$ cat src/sv/lius_pkg.sv
// ----------------------------------------------------------------------------
// lius_pkg
// Shared types and constants for the linear interpolation upsampler.
// ----------------------------------------------------------------------------
package lius_pkg;

    localparam int RATIO_W = 15;
    localparam logic [RATIO_W-1:0] RATIO_RESET = 15'd256;

    typedef enum logic [1:0]
    {
        ST_IDLE,
        ST_DIV,
        ST_EMIT
    } lius_state_t;

    // control from the sequencer to the interpolation stepper
    typedef struct packed
    {
        logic load;
        logic step;
    } lius_ctl_t;

endpackage

$ cat src/sv/linear_interp_upsampler.sv
// ----------------------------------------------------------------------------
// A stream's first beat is on the output in the cycle after it is taken.
// Other beats: the accept, division in the bit-serial divider, a load of the
// interpolation stepper, then g output beats for a gap of g, one per cycle
// while the output is not stalled; a gap of zero emits no beat. The block
// takes one input beat at a time, paced by the divider and the interpolation
// stepper. Reset clears stream state, ratio set to 1.0.
// ----------------------------------------------------------------------------
// linear_interp_upsampler
// Stretches a sample stream by a fixed-point ratio with linear interpolation.
// ----------------------------------------------------------------------------
module linear_interp_upsampler
    import lius_pkg::*;
#(
    parameter int FRAC_BITS   = 8,
    parameter int MAX_GAP     = 64,
    parameter int SAMPLE_BITS = 16
)
(
    input  logic                                clk,
    input  logic                                rst_n,
    input  logic                                cfg_we,
    input  logic [RATIO_W-1:0]                  cfg_wdata,     // ratio_q7_8
    input  logic                                s_axis_tvalid,
    output logic                                s_axis_tready,
    input  logic [((SAMPLE_BITS+7)/8)*8-1:0]    s_axis_tdata,  // sample_in
    input  logic                                s_axis_tuser,  // restart
    output logic                                m_axis_tvalid,
    input  logic                                m_axis_tready,
    output logic [((SAMPLE_BITS+7)/8)*8-1:0]    m_axis_tdata,  // sample_out
    output logic                                m_axis_tlast   // last_of_run
);

    localparam int DATA_W    = ((SAMPLE_BITS + 7) / 8) * 8;
    localparam int GAP_W     = $clog2(MAX_GAP + 1);
    localparam int DW        = SAMPLE_BITS + 1;
    localparam int RC_W      = GAP_W + FRAC_BITS;
    localparam int RATIO_MAX = MAX_GAP * (2 ** FRAC_BITS);

    lius_state_t              state_reg, state_next;
    logic [RATIO_W-1:0]       ratio_reg;
    logic                     started_reg, started_next;
    logic [FRAC_BITS-1:0]     frac_reg, frac_next;
    logic [SAMPLE_BITS-1:0]   last_sample_reg, last_sample_next;
    logic [SAMPLE_BITS-1:0]   prev_reg, prev_next;
    logic [GAP_W-1:0]         gap_reg, gap_next;
    logic                     neg_reg, neg_next;
    logic                     out_valid_reg, out_valid_next;
    logic [SAMPLE_BITS-1:0]   out_data_reg, out_data_next;
    logic                     out_last_reg, out_last_next;

    logic                     out_free;
    logic                     accept;
    logic [SAMPLE_BITS-1:0]   cur;
    logic [RC_W-1:0]          ratio_c;
    logic [RC_W:0]            frac_sum;
    logic [GAP_W-1:0]         gap_calc;
    logic [DW-1:0]            diff;
    logic [DW-1:0]            mag;
    logic                     div_start;
    logic                     div_done;
    logic [DW-1:0]            div_quot;
    logic [GAP_W-1:0]         div_rem;
    logic [DW:0]              qd;
    logic [GAP_W-1:0]         rd;
    lius_ctl_t                ctl;
    logic [SAMPLE_BITS-1:0]   ip_value;
    logic                     ip_last;

    lius_div #(
        .DW (DW),
        .GW (GAP_W)
    ) u_div (
        .clk      (clk),
        .rst_n    (rst_n),
        .start    (div_start),
        .dividend (mag),
        .divisor  (gap_reg),
        .done     (div_done),
        .quot     (div_quot),
        .rem      (div_rem)
    );

    lius_interp #(
        .SAMPLE_BITS (SAMPLE_BITS),
        .GW          (GAP_W)
    ) u_interp (
        .clk   (clk),
        .rst_n (rst_n),
        .ctl   (ctl),
        .prev  (prev_reg),
        .qd    (qd),
        .rd    (rd),
        .gap   (gap_reg),
        .value (ip_value),
        .last  (ip_last)
    );

    always_comb
    begin
        out_free      = !out_valid_reg || m_axis_tready;
        s_axis_tready = (state_reg == ST_IDLE) && out_free;
        accept        = s_axis_tvalid && s_axis_tready;
        cur           = s_axis_tdata[SAMPLE_BITS-1:0];

        // clamp the ratio so a gap never exceeds MAX_GAP
        if (32'(ratio_reg) > 32'(RATIO_MAX))
        begin
            ratio_c = RC_W'(RATIO_MAX);
        end
        else
        begin
            ratio_c = RC_W'(ratio_reg);
        end
        frac_sum = (RC_W+1)'(frac_reg) + (RC_W+1)'(ratio_c);
        gap_calc = GAP_W'(frac_sum >> FRAC_BITS);

        diff = {cur[SAMPLE_BITS-1], cur}
             - {last_sample_reg[SAMPLE_BITS-1], last_sample_reg};
        mag  = diff[DW-1] ? DW'(-diff) : diff;

        // signed floor division of diff by the gap
        if (neg_reg)
        begin
            qd = (div_rem == '0) ? (DW+1)'(-{1'b0, div_quot}) : ~{1'b0, div_quot};
            rd = (div_rem == '0) ? '0 : GAP_W'(gap_reg - div_rem);
        end
        else
        begin
            qd = {1'b0, div_quot};
            rd = div_rem;
        end

        state_next       = state_reg;
        started_next     = started_reg;
        frac_next        = frac_reg;
        last_sample_next = last_sample_reg;
        prev_next        = prev_reg;
        gap_next         = gap_reg;
        neg_next         = neg_reg;
        out_valid_next   = out_valid_reg && !m_axis_tready;
        out_data_next    = out_data_reg;
        out_last_next    = out_last_reg;
        div_start        = 1'b0;
        ctl              = '0;

        unique case (state_reg)
            ST_IDLE:
            begin
                if (accept)
                begin
                    started_next     = 1'b1;
                    last_sample_next = cur;
                    if (s_axis_tuser || !started_reg)
                    begin
                        // first beat of a stream passes straight through
                        frac_next      = '0;
                        out_valid_next = 1'b1;
                        out_data_next  = cur;
                        out_last_next  = 1'b1;
                    end
                    else
                    begin
                        frac_next = frac_sum[FRAC_BITS-1:0];
                        prev_next = last_sample_reg;
                        gap_next  = gap_calc;
                        neg_next  = diff[DW-1];
                        if (gap_calc != '0)
                        begin
                            div_start  = 1'b1;
                            state_next = ST_DIV;
                        end
                    end
                end
            end
            ST_DIV:
            begin
                if (div_done)
                begin
                    ctl.load   = 1'b1;
                    state_next = ST_EMIT;
                end
            end
            ST_EMIT:
            begin
                if (out_free)
                begin
                    ctl.step       = 1'b1;
                    out_valid_next = 1'b1;
                    out_data_next  = ip_value;
                    out_last_next  = ip_last;
                    if (ip_last)
                    begin
                        state_next = ST_IDLE;
                    end
                end
            end
            default:
            begin
                state_next = ST_IDLE;
            end
        endcase
    end

    always_ff @(posedge clk or negedge rst_n)
    begin
        if (!rst_n)
        begin
            state_reg       <= ST_IDLE;
            ratio_reg       <= RATIO_RESET;
            started_reg     <= 1'b0;
            frac_reg        <= '0;
            last_sample_reg <= '0;
            out_valid_reg   <= 1'b0;
        end
        else
        begin
            state_reg       <= state_next;
            started_reg     <= started_next;
            frac_reg        <= frac_next;
            last_sample_reg <= last_sample_next;
            out_valid_reg   <= out_valid_next;
            if (cfg_we)
            begin
                ratio_reg <= cfg_wdata;
            end
        end
    end

    always_ff @(posedge clk)
    begin
        prev_reg     <= prev_next;
        gap_reg      <= gap_next;
        neg_reg      <= neg_next;
        out_data_reg <= out_data_next;
        out_last_reg <= out_last_next;
    end

    assign m_axis_tvalid = out_valid_reg;
    assign m_axis_tdata  = DATA_W'(out_data_reg);
    assign m_axis_tlast  = out_last_reg;

endmodule

$ cat src/sv/lius_div.sv
// ----------------------------------------------------------------------------
// lius_div
// Restoring divider, one quotient bit per cycle, unsigned operands.
// ----------------------------------------------------------------------------
module lius_div
    import lius_pkg::*;
#(
    parameter int DW = 17,
    parameter int GW = 7
)
(
    input  logic          clk,
    input  logic          rst_n,
    input  logic          start,
    input  logic [DW-1:0] dividend,
    input  logic [GW-1:0] divisor,
    output logic          done,
    output logic [DW-1:0] quot,
    output logic [GW-1:0] rem
);

    localparam int CW = $clog2(DW + 1);

    logic          busy_reg, busy_next;
    logic          done_reg, done_next;
    logic [CW-1:0] cnt_reg, cnt_next;
    logic [DW-1:0] quot_reg, quot_next;
    logic [GW-1:0] rem_reg, rem_next;
    logic [GW:0]   shifted;
    logic [GW:0]   trial;
    logic          fits;

    always_comb
    begin
        shifted   = {rem_reg, quot_reg[DW-1]};
        trial     = shifted - {1'b0, divisor};
        fits      = shifted >= {1'b0, divisor};
        busy_next = busy_reg;
        done_next = 1'b0;
        cnt_next  = cnt_reg;
        quot_next = quot_reg;
        rem_next  = rem_reg;
        if (start)
        begin
            busy_next = 1'b1;
            cnt_next  = CW'(DW);
            quot_next = dividend;
            rem_next  = '0;
        end
        else if (busy_reg)
        begin
            quot_next = {quot_reg[DW-2:0], fits};
            rem_next  = fits ? trial[GW-1:0] : shifted[GW-1:0];
            cnt_next  = cnt_reg - CW'(1);
            if (cnt_reg == CW'(1))
            begin
                busy_next = 1'b0;
                done_next = 1'b1;
            end
        end
    end

    always_ff @(posedge clk or negedge rst_n)
    begin
        if (!rst_n)
        begin
            busy_reg <= 1'b0;
            done_reg <= 1'b0;
            cnt_reg  <= '0;
        end
        else
        begin
            busy_reg <= busy_next;
            done_reg <= done_next;
            cnt_reg  <= cnt_next;
        end
    end

    always_ff @(posedge clk)
    begin
        quot_reg <= quot_next;
        rem_reg  <= rem_next;
    end

    assign done = done_reg;
    assign quot = quot_reg;
    assign rem  = rem_reg;

endmodule

$ cat src/sv/lius_interp.sv
// ----------------------------------------------------------------------------
// lius_interp
// Steps prev*g + diff*k as quotient and remainder over g, one k per cycle
// while ctl.step is set, and rounds each point toward zero.
// ----------------------------------------------------------------------------
module lius_interp
    import lius_pkg::*;
#(
    parameter int SAMPLE_BITS = 16,
    parameter int GW          = 7
)
(
    input  logic                   clk,
    input  logic                   rst_n,
    input  lius_ctl_t              ctl,
    input  logic [SAMPLE_BITS-1:0] prev,
    input  logic [SAMPLE_BITS+1:0] qd,
    input  logic [GW-1:0]          rd,
    input  logic [GW-1:0]          gap,
    output logic [SAMPLE_BITS-1:0] value,
    output logic                   last
);

    localparam int QW = SAMPLE_BITS + 1;

    logic [QW-1:0] q_reg, q_next;
    logic [GW-1:0] r_reg, r_next;
    logic [GW-1:0] k_reg, k_next;
    logic [QW:0]   q_sum;
    logic [GW:0]   r_sum;
    logic          wrap;
    logic [QW-1:0] q_adv;
    logic [GW-1:0] r_adv;

    always_comb
    begin
        // floor-form advance by diff/g
        r_sum = {1'b0, r_reg} + {1'b0, rd};
        wrap  = r_sum >= {1'b0, gap};
        r_adv = wrap ? GW'(r_sum - {1'b0, gap}) : r_sum[GW-1:0];
        q_sum = {q_reg[QW-1], q_reg} + qd + (QW+1)'(wrap);
        q_adv = q_sum[QW-1:0];
        // floor to truncation: bump negative values with a remainder
        value = SAMPLE_BITS'(q_adv + QW'(q_adv[QW-1] && (r_adv != '0)));
        last  = k_reg == gap;

        q_next = q_reg;
        r_next = r_reg;
        k_next = k_reg;
        if (ctl.load)
        begin
            q_next = {prev[SAMPLE_BITS-1], prev};
            r_next = '0;
            k_next = GW'(1);
        end
        else if (ctl.step)
        begin
            q_next = q_adv;
            r_next = r_adv;
            k_next = k_reg + GW'(1);
        end
    end

    always_ff @(posedge clk or negedge rst_n)
    begin
        if (!rst_n)
        begin
            k_reg <= '0;
        end
        else
        begin
            k_reg <= k_next;
        end
    end

    always_ff @(posedge clk)
    begin
        q_reg <= q_next;
        r_reg <= r_next;
    end

endmodule
$ cat config.mk
export PLATFORM = sky130hd
export DESIGN_NAME = linear_interp_upsampler
export DESIGN_NICKNAME = d
export VERILOG_FILES = /design/src/sv/lius_pkg.sv /design/src/sv/linear_interp_upsampler.sv /design/src/sv/lius_div.sv /design/src/sv/lius_interp.sv
export SDC_FILE = /design/constraint.sdc
export NUM_CORES = 1
export LEC_CHECK = 0
export BUFFER_PORTS_ARGS = -buffer_cell sky130_fd_sc_hd__clkbuf_2
export CAP_MARGIN = 20
export CELL_PAD_IN_SITES_DETAIL_PLACEMENT = 1
export CELL_PAD_IN_SITES_GLOBAL_PLACEMENT = 2
export CORE_UTILIZATION = 35
export DETAILED_ROUTE_END_ITERATION = 8
export GPL_ROUTABILITY_DRIVEN = 0
export MAX_ROUTING_LAYER = met4
export PLACE_DENSITY = 0.73
export SYNTH_ARGS = -nofsm -noshare
export SYNTH_HDL_FRONTEND = slang
export SYNTH_HIERARCHICAL = 1
export SYNTH_SLANG_ARGS = --single-unit
$ cat constraint.sdc
create_clock -name clk -period 8.76 [get_ports clk]
set_input_delay 0 -clock clk [delete_from_list [all_inputs] [get_ports clk]]
set_output_delay 0 -clock clk [all_outputs]
set_load 0.02 [all_outputs]
==> summary.txt <==
Clock network
  • Clock Pin Slew Worst Setup and Hold Paths: 0.07 ns
  • Clock root cell: clkbuf_16
  • Max clock buf depth: 2
  • Sink Count: 146
  • Skew-Pair Late Insertion Delay: 0.43 ns
  • CTS tree: done
  • Htree depth: 4
  • Num CTS Buffers: 17

STA
  • Unrepaired setup endpoints after global routing: false
  • Final WS setup: 0.722 ns
  • Setup TNS: 0 ns
  • Final Setup Violations: 0
  • Final cycle utilization of the critical path: approximately 92%
  • Clk_skew: approximately 0.011 ns
  • Final Max Tran Viols: 0
  • Final hold violation count: 0
  • Final min period: between 8 and 9 ns
  • F_max: 0.124 GHz
  • WHS: approximately 0.12 ns
  • Slew headroom: 44.6%
  • Pin slew with the least headroom to its limit: slightly above 0.8 ns

Setup path
  • WP depth: 35
  • Startpoint types: flop
  • Worst r2r dst: m_axis_tdata[15]
  • CP Data Required Time: between 8 and 9 ns
  • Critical Path Source: gap_reg[0]
  • R2R depth: 35
  • FF-to-FF setup slack: between 0.7 and 0.8 ns
  • CP bufs+invs: 2
  • Critical path type: reg -> reg
  • CP max-delay cell: edfxtp_1
  • Worst setup path end: m_axis_tdata[15]
  • CP peak stage delay: 0.44 ns
  • RR Startpoint: gap_reg[0]
  • Most common cell on crit path: a21oi_1
  • Kind of end point of the critical path: flop
  • Top delay family on crit path: compound AO/OA/AOI/OAI gates
  • CP arrival: a little over 8 ns
  • Maximum fanout along the worst path: 7

Final layout
  • Antenna diode count: 0
  • Final instance count without filler cells: 1530
  • Fin util: approximately two fifths
  • Area Growth Syn to Fin: 15.6%
  • # fillers: 3361
  • Post-layout nets: around 1200
  • Final Instance Area: about 12000 µm²
  • Share of layout cells above drive strength 1: 18.2%

Global route
  • Initial antenna violation count: 0
  • First-pass GRT wire length: 44900 µm
  • Total grt overflow: 0
  • Total GRT Usage: 19.4%
  • Largest net degree at the start of global routing: 58
  • Number of global-route vias before repair: slightly above 8000

Floorplan
  • Initial Utilization: 35.5%
  • Core area: 29600 µm²
  • Top-Level Pins: 56
  • Die ar.: 30700 µm²
  • Num rows: 63
  • Die Wd: roughly 180 µm
  • Die height: ~180 µm

Synth
  • Syn Nets: 1162
  • Synth warn: 6
  • Synthesized instance count: about 1000
  • Cell area after synthesis: approximately 10000 µm²
  • Mean Syn Cell Area: between 10 and 15 µm²

Detailed routing
  • Via count: 7958
  • ANT nets after route: 0
  • Post-Route WL: 27800 µm
  • Routed length on met1: 13700 µm
  • DR WL met2: approximately 13000 µm
  • Vias per cell: about 5.2
  • Routed WL per cell: between 15 and 20 µm
  • Uppermost routed layer: met4
  • Met3 WL: 794 µm
  • First drt pass iteration count: 4
  • Post-route DRC: 0
  • DR iter-0 viols: 414

Placement
  • Post-DP HPWL: 21300 µm
  • Port buffer count: 55
  • Dpl ws: around 0.54 ns
  • DP Area: 11200 µm²
  • Placed Cells incl. Taps: 1461

Run status
  • Status: finished clean

Hold path
  • Hold WC Path Type: in -> reg

Run
  • Max-cap violations: 0

Power and ir drop
  • Total leakage power: 4.90 nW
  • Peak VDD IR: 110 µV
  • PwrDens: 137 nW/µm²
  • Power Total: 1.66 mW
==> worst reg2reg max path, delay by kind of cell, from the launching register on <==
family | cells | cell delay [ns]
AO/OA/AOI/OAI | 14 | 2.43
adder cells (fa/ha/maj) | 7 | 2.27
AND/OR/NAND/NOR | 9 | 1.64
XOR/XNOR | 2 | 0.47
flip-flops | 1 | 0.44
multiplexers | 1 | 0.28
buffers and inverters | 2 | 0.26
==> worst min path at each step <==
| stage | slack, ns | end | startpoint | depth (start not counted) |
|---|---|---|---|---|
| after global placement | 0.23 | last_sample_reg[14] | rst_n | 2 |
| after CTS | 0.11 | state_reg[1] | m_axis_tready | 4 |
| after global routing | 0.15 | state_reg[1] | m_axis_tready | 4 |
| after detailed placement | 0.24 | last_sample_reg[13] | rst_n | 2 |
| final | 0.12 | ratio_reg[6] | cfg_we | 2 |
| after floorplan | -0.30 | frac_reg[0] | rst_n | 0 |
==> timing repair <==
item	CTS	global route
endpoints found under the hold margin	103	0
setup endpoints to repair	0	6
resized for setup	0	2
buffers inserted	0	3
hold buffers	34	0
==> layout by cell type, fill, tap and decap left out, types with 7 or more instances in the layout <==
cell type / instances
a211oi_1: 11
nand4_1: 11
nand3_1: 15
a31oi_1: 8
fa_1: 8
xnor2_1: 83
nor2b_1: 23
nor3_1: 11
nor3b_1: 7
ha_1: 73
clkbuf_16: 17
buf_4: 14
o21bai_1: 11
a21o_1: 21
edfxtp_1: 75
o21ai_0: 48
xor2_1: 34
or3_1: 7
nor2_1: 57
inv_1: 73
a21oi_1: 45
clkbuf_2: 55
o211ai_1: 7
dfxtp_1: 14
nor4_1: 8
nand2_1: 77
nand2b_1: 23
o31ai_1: 11
mux2_2: 69
o21a_1: 8
dfrtp_1: 56
dlygate4sd3_1: 34
==> layout make-up <==
type	count	area [µm²]	share of cell area, %
multi-input combinational	785	6100	50.3
sequential	146	3960	32.7
timing repair buffer	103	721	5.95
tap	390	488	4.03
clock buffer	21	450	3.72
inverter	74	278	2.29
clock inverter	11	126	1.04
==> layer usage <==
layer,global-route usage (%),up-vias
met3,2.98,27
met4,5.62,0
met2,30.2,78
met5,-,-
met1,26.1,3915
li1,-,3938
==> report_power, final <==
| group | total, mW | internal (mW) | switching (mW) |
|---|---|---|---|
| clock network | 0.728 | 0.429 | 0.300 |
| logic | 0.187 | 0.0864 | 0.100 |
| registers | 0.745 | 0.731 | 0.0148 |
| total | 1.66 | 1.25 | 0.415 |
Power figures use the tool's default switching activity.
